**config.mk**
```make
export PLATFORM = sky130hd
export DESIGN_NAME = rtc_drift_compensator_flat
export DESIGN_NICKNAME = d
export VERILOG_FILES = /design/src/rtl/rdc_pkg.sv /design/src/rtl/rdc_if.sv /design/src/rtl/rtc_drift_compensator.sv /design/src/flat_wrapper.sv
export SDC_FILE = /design/constraint.sdc
export NUM_CORES = 2
export LEC_CHECK = 0
export ABC_AREA = 0
export BUFFER_PORTS_ARGS = -buffer_cell sky130_fd_sc_hd__buf_2
export CORE_AREA = 2 2 310 373
export DETAILED_ROUTE_END_ITERATION = 8
export DIE_AREA = 0 0 312 375
export GPL_TIMING_DRIVEN = 0
export PLACE_DENSITY = 0.59
export RECOVER_POWER = 25
export SYNTH_ARGS = -nofsm -noshare
export SYNTH_HDL_FRONTEND = slang
export SYNTH_SLANG_ARGS = --single-unit
```
**constraint.sdc**
```tcl
create_clock -name clk -period 12.4 [get_ports clk]
set_input_delay 2.48 -clock clk [delete_from_list [all_inputs] [get_ports clk]]
set_output_delay 2.48 -clock clk [all_outputs]
set_load 0.02 [all_outputs]
```
**src/rtl/rdc_pkg.sv**
```systemverilog
// shared widths, register codes and helper functions of the drift compensator
`default_nettype none

package rdc_pkg;

    localparam int RDC_SEC_W   = 7;
    localparam int RDC_MIN_W   = 7;
    localparam int RDC_HOUR_W  = 6;
    localparam int RDC_DAY_W   = 6;
    localparam int RDC_CORR_W  = 12;
    localparam int RDC_DRIFT_W = 14;
    localparam int RDC_TRIG_W  = 5;
    localparam int RDC_INTV_W  = 10;
    localparam int RDC_ADDR_W  = 4;
    localparam int RDC_DATA_W  = 32;

    typedef enum logic [1:0] {
        RDC_REG_DRIFT = 2'd0,
        RDC_REG_TRIG  = 2'd1,
        RDC_REG_INTV  = 2'd2
    } rdc_reg_t;

    // reciprocals for exact constant division: q = (x * m) >> shift
    localparam logic [20:0] RDC_RECIP3    = 21'd1398102;  // shift 22, x < 2^21
    localparam logic [20:0] RDC_RECIP100  = 21'd1342178;  // shift 27, x < 2^20
    localparam logic [18:0] RDC_RECIP3600 = 19'd298262;   // shift 30, x < 2^18
    localparam logic [18:0] RDC_RECIP60   = 19'd279621;   // shift 24, x < 2^18

    localparam logic [17:0] RDC_SEC_PER_DAY = 18'd86400;

    function automatic logic [6:0] rdc_from_bcd7(input logic [6:0] v);
        return 7'(v[6:4]) * 7'd10 + 7'(v[3:0]);
    endfunction

    function automatic logic [5:0] rdc_from_bcd6(input logic [5:0] v);
        return 6'(v[5:4]) * 6'd10 + 6'(v[3:0]);
    endfunction

    // binary below 64 to two bcd digits, tens digit kept to three bits
    function automatic logic [6:0] rdc_to_bcd7(input logic [5:0] v);
        logic [13:0] p;
        logic [2:0]  t;
        logic [5:0]  o;
        p = 14'(v) * 14'd205;
        t = p[13:11];
        o = 6'(v - 6'(t) * 6'd10);
        return {t, o[3:0]};
    endfunction

endpackage

`default_nettype wire

```
**src/rtl/rdc_if.sv**
```systemverilog
// valid/ready channels for clock polls and correction results
`default_nettype none

interface rdc_poll_if;
    import rdc_pkg::*;

    logic                  valid;
    logic                  ready;
    logic [RDC_SEC_W-1:0]  second_bcd;
    logic [RDC_MIN_W-1:0]  minute_bcd;
    logic [RDC_HOUR_W-1:0] hour_bcd;
    logic [RDC_DAY_W-1:0]  day_bcd;

    modport source (output valid, second_bcd, minute_bcd, hour_bcd, day_bcd, input ready);
    modport sink   (input valid, second_bcd, minute_bcd, hour_bcd, day_bcd, output ready);
endinterface

interface rdc_result_if;
    import rdc_pkg::*;

    logic                  valid;
    logic                  ready;
    logic                  write_back;
    logic [RDC_SEC_W-1:0]  new_second_bcd;
    logic [RDC_MIN_W-1:0]  new_minute_bcd;
    logic [RDC_HOUR_W-1:0] new_hour_bcd;
    logic [RDC_CORR_W-1:0] correction_seconds;
    logic                  record_updated;

    modport source (output valid, write_back, new_second_bcd, new_minute_bcd, new_hour_bcd,
                    correction_seconds, record_updated, input ready);
    modport sink   (input valid, write_back, new_second_bcd, new_minute_bcd, new_hour_bcd,
                    correction_seconds, record_updated, output ready);
endinterface

`default_nettype wire

```
**src/rtl/rtc_drift_compensator.sv**
```systemverilog
// drift compensator top level: apb registers and the correction pipeline
//
//  channel   dir  handshake       payload
//  poll      in   valid/ready     second_bcd minute_bcd hour_bcd day_bcd
//  result    out  valid/ready     write_back new_*_bcd correction_seconds record_updated
//  apb       in   psel/penable    paddr pwdata -> prdata, pready tied high
//
// one request per clock while the result channel does not stall; each result is held
// in stages 0 to 7 of the nine-stage pipeline before it reaches the output register, stage 8
// every stage has its own valid bit, so a stalled result only backs up the stages
// behind it and bubbles are squeezed out
// reset zeroes drift, trigger, valids and carry; sets interval 24, record day 1 hour 0
`default_nettype none

module rtc_drift_compensator (
    input  wire logic                          clk,
    input  wire logic                          rst_n,
    input  wire logic                          psel,
    input  wire logic                          penable,
    input  wire logic                          pwrite,
    input  wire logic [rdc_pkg::RDC_ADDR_W-1:0] paddr,
    input  wire logic [rdc_pkg::RDC_DATA_W-1:0] pwdata,
    output logic      [rdc_pkg::RDC_DATA_W-1:0] prdata,
    output logic                               pready,
    rdc_poll_if.sink                           poll,
    rdc_result_if.source                       result
);
    import rdc_pkg::*;

    typedef struct packed {
        logic [RDC_SEC_W-1:0]  sec;
        logic [RDC_MIN_W-1:0]  min;
        logic [RDC_HOUR_W-1:0] hour;
        logic [RDC_DAY_W-1:0]  day;
    } st0_t;

    typedef struct packed {
        logic        due;
        logic [23:0] prod;
        logic [17:0] tod;
    } st1_t;

    typedef struct packed {
        logic        due;
        logic [19:0] q24;
        logic [17:0] tod;
    } st2_t;

    typedef struct packed {
        logic        due;
        logic [19:0] q24;
        logic [12:0] quo;
        logic [17:0] tod;
    } st3_t;

    typedef struct packed {
        logic        due;
        logic [12:0] corr;
        logic [17:0] tod;
    } st4_t;

    typedef struct packed {
        logic        due;
        logic [12:0] corr;
        logic [17:0] todc;
    } st5_t;

    typedef struct packed {
        logic        due;
        logic [12:0] corr;
        logic [17:0] todc;
        logic [5:0]  hr;
        logic [11:0] mt;
    } st6_t;

    typedef struct packed {
        logic                  due;
        logic                  wb;
        logic [RDC_CORR_W-1:0] csat;
        logic [5:0]            sec;
        logic [5:0]            min;
        logic [4:0]            hr;
    } st7_t;

    typedef struct packed {
        logic                  write_back;
        logic [RDC_SEC_W-1:0]  new_sec;
        logic [RDC_MIN_W-1:0]  new_min;
        logic [RDC_HOUR_W-1:0] new_hour;
        logic [RDC_CORR_W-1:0] corr;
        logic                  rec;
    } st8_t;

    // configuration and correction record
    logic [RDC_DRIFT_W-1:0] drift_reg;
    logic [RDC_TRIG_W-1:0]  trig_reg;
    logic [RDC_INTV_W-1:0]  intv_reg;
    logic [4:0]             last_day_reg;
    logic [4:0]             last_hour_reg;
    logic [6:0]             carried_reg;
    logic [6:0]             carried_next;

    logic [8:0] vld_reg;
    logic [8:0] vld_next;
    logic [8:0] rdy;

    st0_t s0_reg, s0_next;
    st1_t s1_reg, s1_next;
    st2_t s2_reg, s2_next;
    st3_t s3_reg, s3_next;
    st4_t s4_reg, s4_next;
    st5_t s5_reg, s5_next;
    st6_t s6_reg, s6_next;
    st7_t s7_reg, s7_next;
    st8_t s8_reg, s8_next;

    logic wr_en;
    logic mv01;
    logic mv34;

    // stage 1 signals
    logic [6:0]  sec_dec;
    logic [6:0]  min_dec;
    logic [5:0]  hour_dec;
    logic [5:0]  day_dec;
    logic [4:0]  day_sat;
    logic [4:0]  diff;
    logic [9:0]  elapsed;
    logic        same_day;
    logic        skip;

    // wide products
    logic [41:0] q24_full;
    logic [40:0] quo_full;
    logic [36:0] hr_full;
    logic [36:0] mt_full;

    // stage 4 signals
    logic [19:0] quo_x100;
    logic [6:0]  rem_cs;
    logic [7:0]  sum_cs;
    logic        cs_wrap;

    // stage 7 signals
    logic [17:0] mt_x60;
    logic [11:0] hr_x60;

    assign pready = 1'b1;
    assign wr_en  = psel && penable && pwrite;

    always_ff @(posedge clk or negedge rst_n)
    begin
        if (!rst_n)
        begin
            drift_reg <= '0;
            trig_reg  <= '0;
            intv_reg  <= 10'd24;
        end
        else if (wr_en)
        begin
            case (paddr[3:2])
                RDC_REG_DRIFT: drift_reg <= pwdata[RDC_DRIFT_W-1:0];
                RDC_REG_TRIG:  trig_reg  <= pwdata[RDC_TRIG_W-1:0];
                RDC_REG_INTV:  intv_reg  <= pwdata[RDC_INTV_W-1:0];
                default:       ;
            endcase
        end
    end

    always_comb
    begin
        case (paddr[3:2])
            RDC_REG_DRIFT: prdata = RDC_DATA_W'(drift_reg);
            RDC_REG_TRIG:  prdata = RDC_DATA_W'(trig_reg);
            RDC_REG_INTV:  prdata = RDC_DATA_W'(intv_reg);
            default:       prdata = '0;
        endcase
    end

    // ready ripples back from the output; an empty stage always takes data
    assign rdy[8] = !vld_reg[8] || result.ready;
    for (genvar g = 0; g < 8; g++)
    begin : g_rdy
        assign rdy[g] = !vld_reg[g] || rdy[g+1];
    end

    assign poll.ready = rdy[0];
    assign vld_next   = {vld_reg[7:0], poll.valid};
    assign mv01       = vld_reg[0] && rdy[1];
    assign mv34       = vld_reg[3] && rdy[4];

    always_ff @(posedge clk or negedge rst_n)
    begin
        if (!rst_n)
        begin
            vld_reg <= '0;
        end
        else
        begin
            vld_reg <= (rdy & vld_next) | (~rdy & vld_reg);
        end
    end

    // correction record: day and hour are taken when the poll leaves stage 0,
    // the remainder when it leaves stage 3
    always_ff @(posedge clk or negedge rst_n)
    begin
        if (!rst_n)
        begin
            last_day_reg  <= 5'd1;
            last_hour_reg <= '0;
            carried_reg   <= '0;
        end
        else
        begin
            if (mv01 && s1_next.due)
            begin
                last_day_reg  <= day_sat;
                last_hour_reg <= hour_dec[4:0];
            end
            if (mv34 && s3_reg.due)
            begin
                carried_reg <= carried_next;
            end
        end
    end

    // stage 0: input register
    always_comb
    begin
        s0_next.sec  = poll.second_bcd;
        s0_next.min  = poll.minute_bcd;
        s0_next.hour = poll.hour_bcd;
        s0_next.day  = poll.day_bcd;
    end

    // stage 1: decode, decide whether a correction is due, drift times hours
    always_comb
    begin
        sec_dec  = rdc_from_bcd7(s0_reg.sec);
        min_dec  = rdc_from_bcd7(s0_reg.min);
        hour_dec = rdc_from_bcd6(s0_reg.hour);
        day_dec  = rdc_from_bcd6(s0_reg.day);
        day_sat  = (day_dec > 6'd31) ? 5'd31 : day_dec[4:0];
        same_day = (day_sat == last_day_reg);
        skip     = same_day && (hour_dec == {1'b0, last_hour_reg});
        // day wrap assumes a 31-day month
        if (day_sat > last_day_reg)
            diff = 5'(day_sat - last_day_reg);
        else
            diff = 5'(6'(day_sat) + 6'd31 - 6'(last_day_reg));
        elapsed = same_day ? intv_reg : 10'(diff) * 10'd24;

        s1_next.due  = (drift_reg != '0) && (hour_dec == {1'b0, trig_reg}) && !skip
                       && (elapsed >= intv_reg);
        s1_next.prod = 24'(drift_reg) * 24'(elapsed);
        s1_next.tod  = 18'(sec_dec) + 18'(min_dec) * 18'd60 + 18'(hour_dec) * 18'd3600;
    end

    // stage 2: divide by 24 as a shift and a reciprocal of 3
    always_comb
    begin
        q24_full    = 42'(s1_reg.prod[23:3]) * 42'(RDC_RECIP3);
        s2_next.due = s1_reg.due;
        s2_next.q24 = q24_full[41:22];
        s2_next.tod = s1_reg.tod;
    end

    // stage 3: whole seconds of the new gain
    always_comb
    begin
        quo_full    = 41'(s2_reg.q24) * 41'(RDC_RECIP100);
        s3_next.due = s2_reg.due;
        s3_next.q24 = s2_reg.q24;
        s3_next.quo = quo_full[39:27];
        s3_next.tod = s2_reg.tod;
    end

    // stage 4: fold in the carried hundredths
    always_comb
    begin
        quo_x100     = 20'(s3_reg.quo) * 20'd100;
        rem_cs       = 7'(s3_reg.q24 - quo_x100);
        sum_cs       = 8'(rem_cs) + 8'(carried_reg);
        cs_wrap      = (sum_cs >= 8'd100);
        carried_next = cs_wrap ? 7'(sum_cs - 8'd100) : sum_cs[6:0];
        s4_next.due  = s3_reg.due;
        s4_next.corr = s3_reg.quo + 13'(cs_wrap);
        s4_next.tod  = s3_reg.tod;
    end

    // stage 5: subtract, wrapping at midnight
    always_comb
    begin
        s5_next.due  = s4_reg.due;
        s5_next.corr = s4_reg.corr;
        if (s4_reg.tod < 18'(s4_reg.corr))
            s5_next.todc = 18'(s4_reg.tod + RDC_SEC_PER_DAY - 18'(s4_reg.corr));
        else
            s5_next.todc = 18'(s4_reg.tod - 18'(s4_reg.corr));
    end

    // stage 6: hours and total minutes of the corrected time
    always_comb
    begin
        hr_full      = 37'(s5_reg.todc) * 37'(RDC_RECIP3600);
        mt_full      = 37'(s5_reg.todc) * 37'(RDC_RECIP60);
        s6_next.due  = s5_reg.due;
        s6_next.corr = s5_reg.corr;
        s6_next.todc = s5_reg.todc;
        s6_next.hr   = hr_full[35:30];
        s6_next.mt   = mt_full[35:24];
    end

    // stage 7: split into fields; only the low bits of each difference matter
    always_comb
    begin
        mt_x60       = 18'(s6_reg.mt) * 18'd60;
        hr_x60       = 12'(s6_reg.hr) * 12'd60;
        s7_next.due  = s6_reg.due;
        s7_next.wb   = s6_reg.due && (s6_reg.corr != '0);
        if (!s6_reg.due)
            s7_next.csat = '0;
        else if (s6_reg.corr > 13'd4095)
            s7_next.csat = '1;
        else
            s7_next.csat = s6_reg.corr[11:0];
        s7_next.sec = 6'(s6_reg.todc - mt_x60);
        s7_next.min = 6'(s6_reg.mt - hr_x60);
        s7_next.hr  = (s6_reg.hr >= 6'd24) ? 5'(s6_reg.hr - 6'd24) : s6_reg.hr[4:0];
    end

    // stage 8: bcd encoding into the output register
    always_comb
    begin
        s8_next.write_back = s7_reg.wb;
        s8_next.new_sec    = s7_reg.wb ? rdc_to_bcd7(s7_reg.sec) : '0;
        s8_next.new_min    = s7_reg.wb ? rdc_to_bcd7(s7_reg.min) : '0;
        s8_next.new_hour   = s7_reg.wb ? 6'(rdc_to_bcd7(6'(s7_reg.hr))) : '0;
        s8_next.corr       = s7_reg.csat;
        s8_next.rec        = s7_reg.due;
    end

    always_ff @(posedge clk)
    begin
        if (rdy[0]) s0_reg <= s0_next;
        if (rdy[1]) s1_reg <= s1_next;
        if (rdy[2]) s2_reg <= s2_next;
        if (rdy[3]) s3_reg <= s3_next;
        if (rdy[4]) s4_reg <= s4_next;
        if (rdy[5]) s5_reg <= s5_next;
        if (rdy[6]) s6_reg <= s6_next;
        if (rdy[7]) s7_reg <= s7_next;
        if (rdy[8]) s8_reg <= s8_next;
    end

    assign result.valid              = vld_reg[8];
    assign result.write_back         = s8_reg.write_back;
    assign result.new_second_bcd     = s8_reg.new_sec;
    assign result.new_minute_bcd     = s8_reg.new_min;
    assign result.new_hour_bcd       = s8_reg.new_hour;
    assign result.correction_seconds = s8_reg.corr;
    assign result.record_updated     = s8_reg.rec;

endmodule

`default_nettype wire

```
**src/flat_wrapper.sv**
```systemverilog
// flat-port wrapper written by rule: the top's interface ports become plain ports
module rtc_drift_compensator_flat import rdc_pkg::*;
  (clk, rst_n, psel, penable, pwrite, paddr, pwdata, prdata, pready, poll_valid, poll_second_bcd, poll_minute_bcd, poll_hour_bcd, poll_day_bcd, poll_ready, result_valid, result_write_back, result_new_second_bcd, result_new_minute_bcd, result_new_hour_bcd, result_correction_seconds, result_record_updated, result_ready);
  rdc_poll_if poll_i ();
  rdc_result_if result_i ();
  input  wire logic clk;
  input  wire logic rst_n;
  input  wire logic psel;
  input  wire logic penable;
  input  wire logic pwrite;
  input  wire logic [rdc_pkg::RDC_ADDR_W-1:0] paddr;
  input  wire logic [rdc_pkg::RDC_DATA_W-1:0] pwdata;
  output logic      [rdc_pkg::RDC_DATA_W-1:0] prdata;
  output logic pready;
  input wire logic [$bits(poll_i.valid)-1:0] poll_valid;
  input wire logic [$bits(poll_i.second_bcd)-1:0] poll_second_bcd;
  input wire logic [$bits(poll_i.minute_bcd)-1:0] poll_minute_bcd;
  input wire logic [$bits(poll_i.hour_bcd)-1:0] poll_hour_bcd;
  input wire logic [$bits(poll_i.day_bcd)-1:0] poll_day_bcd;
  output wire logic [$bits(poll_i.ready)-1:0] poll_ready;
  output wire logic [$bits(result_i.valid)-1:0] result_valid;
  output wire logic [$bits(result_i.write_back)-1:0] result_write_back;
  output wire logic [$bits(result_i.new_second_bcd)-1:0] result_new_second_bcd;
  output wire logic [$bits(result_i.new_minute_bcd)-1:0] result_new_minute_bcd;
  output wire logic [$bits(result_i.new_hour_bcd)-1:0] result_new_hour_bcd;
  output wire logic [$bits(result_i.correction_seconds)-1:0] result_correction_seconds;
  output wire logic [$bits(result_i.record_updated)-1:0] result_record_updated;
  input wire logic [$bits(result_i.ready)-1:0] result_ready;
  assign poll_i.valid = poll_valid;
  assign poll_i.second_bcd = poll_second_bcd;
  assign poll_i.minute_bcd = poll_minute_bcd;
  assign poll_i.hour_bcd = poll_hour_bcd;
  assign poll_i.day_bcd = poll_day_bcd;
  assign poll_ready = poll_i.ready;
  assign result_valid = result_i.valid;
  assign result_write_back = result_i.write_back;
  assign result_new_second_bcd = result_i.new_second_bcd;
  assign result_new_minute_bcd = result_i.new_minute_bcd;
  assign result_new_hour_bcd = result_i.new_hour_bcd;
  assign result_correction_seconds = result_i.correction_seconds;
  assign result_record_updated = result_i.record_updated;
  assign result_i.ready = result_ready;
  rtc_drift_compensator u_core (.clk(clk), .rst_n(rst_n), .psel(psel), .penable(penable), .pwrite(pwrite), .paddr(paddr), .pwdata(pwdata), .prdata(prdata), .pready(pready), .poll(poll_i), .result(result_i));
endmodule
```
==> reports/qor.yml <==
outcome: "complete, but fails checks"
violations: "max-capacitance violations, max-slew violations"
fin_cells: 5796
met1_usage_pct: 19.1
setup_violations: 0
synthMuxAreaShare_pct: 1.23
synthArstFlopShare_pct: 15.3
clk_latency_ns: 0.61
drive_gt1_share_pct: 5.96
period_share_pct: 88.0
syn_avg_cell_area_sq_um: 11.0
timing.rr.start: "u_core.s0_reg[4]"
first_global_vias: 30420
rows: 136
crit_arrival_ns: 11.27
via_per_inst: 4.85
core_sq_um: 114000
ctsHtreeMaxLevel: 2
postCtsHoldBufs: 0
wl_per_cell_microns: 16.1
ant_nets: 0
critical_path.endpoint_type: "register"
drc: 0
synth-main-ff-cell: "edfxtp_1"
slew_viol_final: 56
met3_usage_pct: 1.80
synth_cell_types: 80
ff2ff_path_depth: 37
setup_tns_ns: 0
placed_cells: 5713
finalNetCount: 5794
fp.dieArea_sq_um: 117000
synth_top_area_share_pct: 25.7
worstPathRequired_ns: 12.76
fmax_ghz: 0.0917
rsz0062_at_grt: "no"
die_h_microns: 375
cts_tree: "built"
hpwl_mm: 78.6
drv_cap: 1
largest_reg_flops: 40
ys_seq_area_share_pct: 23.4
synth_compound_area_share_pct: 6.10
io_pins: 138
antenna_found_initial: 2
max_slew.worst_pin.slew_ns: 3.56
cts_made_buffers: 42
fin_crit_ns: 10.91
cts_max_path_buffers: 3
drt_iter0_markers: 915
synth_area_leaders: "ha_1 (26%), fa_1 (25%), edfxtp_1 (20%), inv_1 (7.6%), dfrtp_1 (2.9%)"
min_path_cells: 0
synth_xor_area_share_pct: 4.08
cts_setup_buffers: 0
finalHoldViolCount: 0
grt_most_used_layer: "met2"
grt_max_degree: 56
grt-ovfl-total: 0
min_path_type: "register to register"
setup_slack_ns: 1.49
initial_utilization_pct: 39.6
startpoint_type: "register"
rrSetupSlack_ns: 1.49
vias: 28099
crit_path_max_incr_delay_ns: 0.59
relSlewSlack_pct: -137
synth_seq_cells: 360
root_buffer: "clkbuf_16"
layout_commonest_cell: "ha_1"
use_met2_pct: 31.6
port_buffers: 96
synth-edff-count: 305
areaGrowthSynthToFinish_pct: 8.87
cts_sinks: 360
grtUsageTotal_pct: 16.6
crit_type: "register to register"
drt_pass1_iterations: 5
finClkSkew_ns: 0.0600
place_worst_setup_slack_ns: 1.50
worstHoldStart: "u_core.s4_reg[31]"
yosysTopAreaCell: "ha_1"
rr_endpoint: "u_core.s1_reg[41]"
grt_pass1_wl_mm: 156
synth_fa_ha_area_share_pct: 50.5
die_w_microns: 312
final_cell_mix: "ha_1 (924), inv_1 (904), fa_1 (558)"
clk_pin_slew_ns: 0.06
critPathSlowestCell: "clkbuf_1"
gp_congestion: 0.893
synthesis.instances: 4080
holdPathEnd: "u_core.s5_reg[31]"
yosysWarnings: 0
cts.repair.resized: 0
wl_mm: 93.2
netlist_area_sq_um: 45000
post_synth_and_or_nand_nor_area_fraction_pct: 6.31
path_max_fanout: 10
synth_top_family_by_area: "adder cells"
per-stage QoR:
stage | util, % | instance area, sq um | hold WS [ns]
floorplan | - | 45000 | 0.400
global placement | 41.7 | 47400 | 0.401
detailed placement | 41.8 | 47500 | 0.405
CTS | 43.0 | 48900 | 0.411
global route | 43.1 | 49000 | 0.419
finish | 43.1 | 49000 | 0.415
area by class of cell:
| type | instances | area, sq um |
|---|---|---|
| fillers | 10960 | 64700 |
| multi-input cells | 2766 | 30800 |
| flip-flops and latches | 360 | 10500 |
| inverters | 905 | 3400 |
| well taps | 1518 | 1900 |
| clock buffers | 48 | 1080 |
| repair buffers | 102 | 626 |
| plain buffers | 66 | 340 |
| clock inverters | 30 | 305 |
| diodes | 1 | 2.50 |
logic make-up after synthesis:
group           after synthesis
compound gates              428
mux                          51
buf+inv                     971
simple gates                579
fa+ha+maj                  1482
flops                       360
xor+xnor                    207
other cells                   2
Yosys cell counts (5+ instances only):
| master | count |
|---|---|
| buf_4 | 21 |
| a211oi_1 | 16 |
| nor4_1 | 9 |
| nand4_1 | 14 |
| nand3_1 | 37 |
| and2_1 | 55 |
| nor3b_1 | 11 |
| nor2_1 | 146 |
| dfrtp_1 | 52 |
| mux2_2 | 31 |
| a31o_2 | 6 |
| and3_1 | 33 |
| a21o_1 | 52 |
| nand2b_1 | 22 |
| or3_1 | 15 |
| nand3b_1 | 5 |
| nor2b_1 | 23 |
| o211a_1 | 6 |
| buf_2 | 5 |
| edfxtp_1 | 305 |
| inv_1 | 905 |
| xor2_1 | 61 |
| clkbuf_1 | 37 |
| o21bai_1 | 18 |
| o21ai_0 | 95 |
| o211ai_1 | 17 |
| fa_1 | 558 |
| mux2i_1 | 19 |
| nor3_1 | 29 |
| a31oi_1 | 16 |
| xnor2_1 | 144 |
| ha_1 | 924 |
| a211o_1 | 5 |
| or2_2 | 8 |
| a21boi_0 | 11 |
| o21a_1 | 24 |
| a221oi_1 | 5 |
| o31ai_1 | 7 |
| a21oi_1 | 119 |
| nand2_1 | 158 |
metal layers:
metal / routed length [microns] / vias to the layer above / part of all wire, %
li1: - / 13710 / -
met1: 37900 / 13842 / 41
met2: 49600 / 361 / 53
met3: 2240 / 184 / 2.4
met4: 3480 / 2 / 3.7
met5: 12 / - / 0.013
worst max-delay path: cells and delay by family, from the launching register on:
family / cells / cell delay [ns]
fa+ha+maj: 10 / 3.68
simple gates: 7 / 1.56
xor+xnor: 3 / 0.68
compound gates: 11 / 3.24
mux: 1 / 0.14
buf+inv: 5 / 0.95
flops: 1 / 0.40
how the worst max path moves through the flow:
stage / to / start / slack [ns]
2_1_floorplan: u_core.s1_reg[41] / u_core.s0_reg[4] / 3.07
3_3_place_gp: u_core.s1_reg[41] / u_core.s0_reg[4] / 1.60
3_5_place_dp: u_core.s1_reg[41] / u_core.s0_reg[4] / 1.50
4_1_cts: u_core.s1_reg[41] / u_core.s0_reg[4] / 1.41
5_1_grt: u_core.s1_reg[41] / u_core.s0_reg[1] / 0.56
6_report: u_core.s1_reg[41] / u_core.s0_reg[4] / 1.49
Power is left out: the tool's default activity adds up to more than one toggle a clock period on the data nets, which glitch-free logic cannot reach.
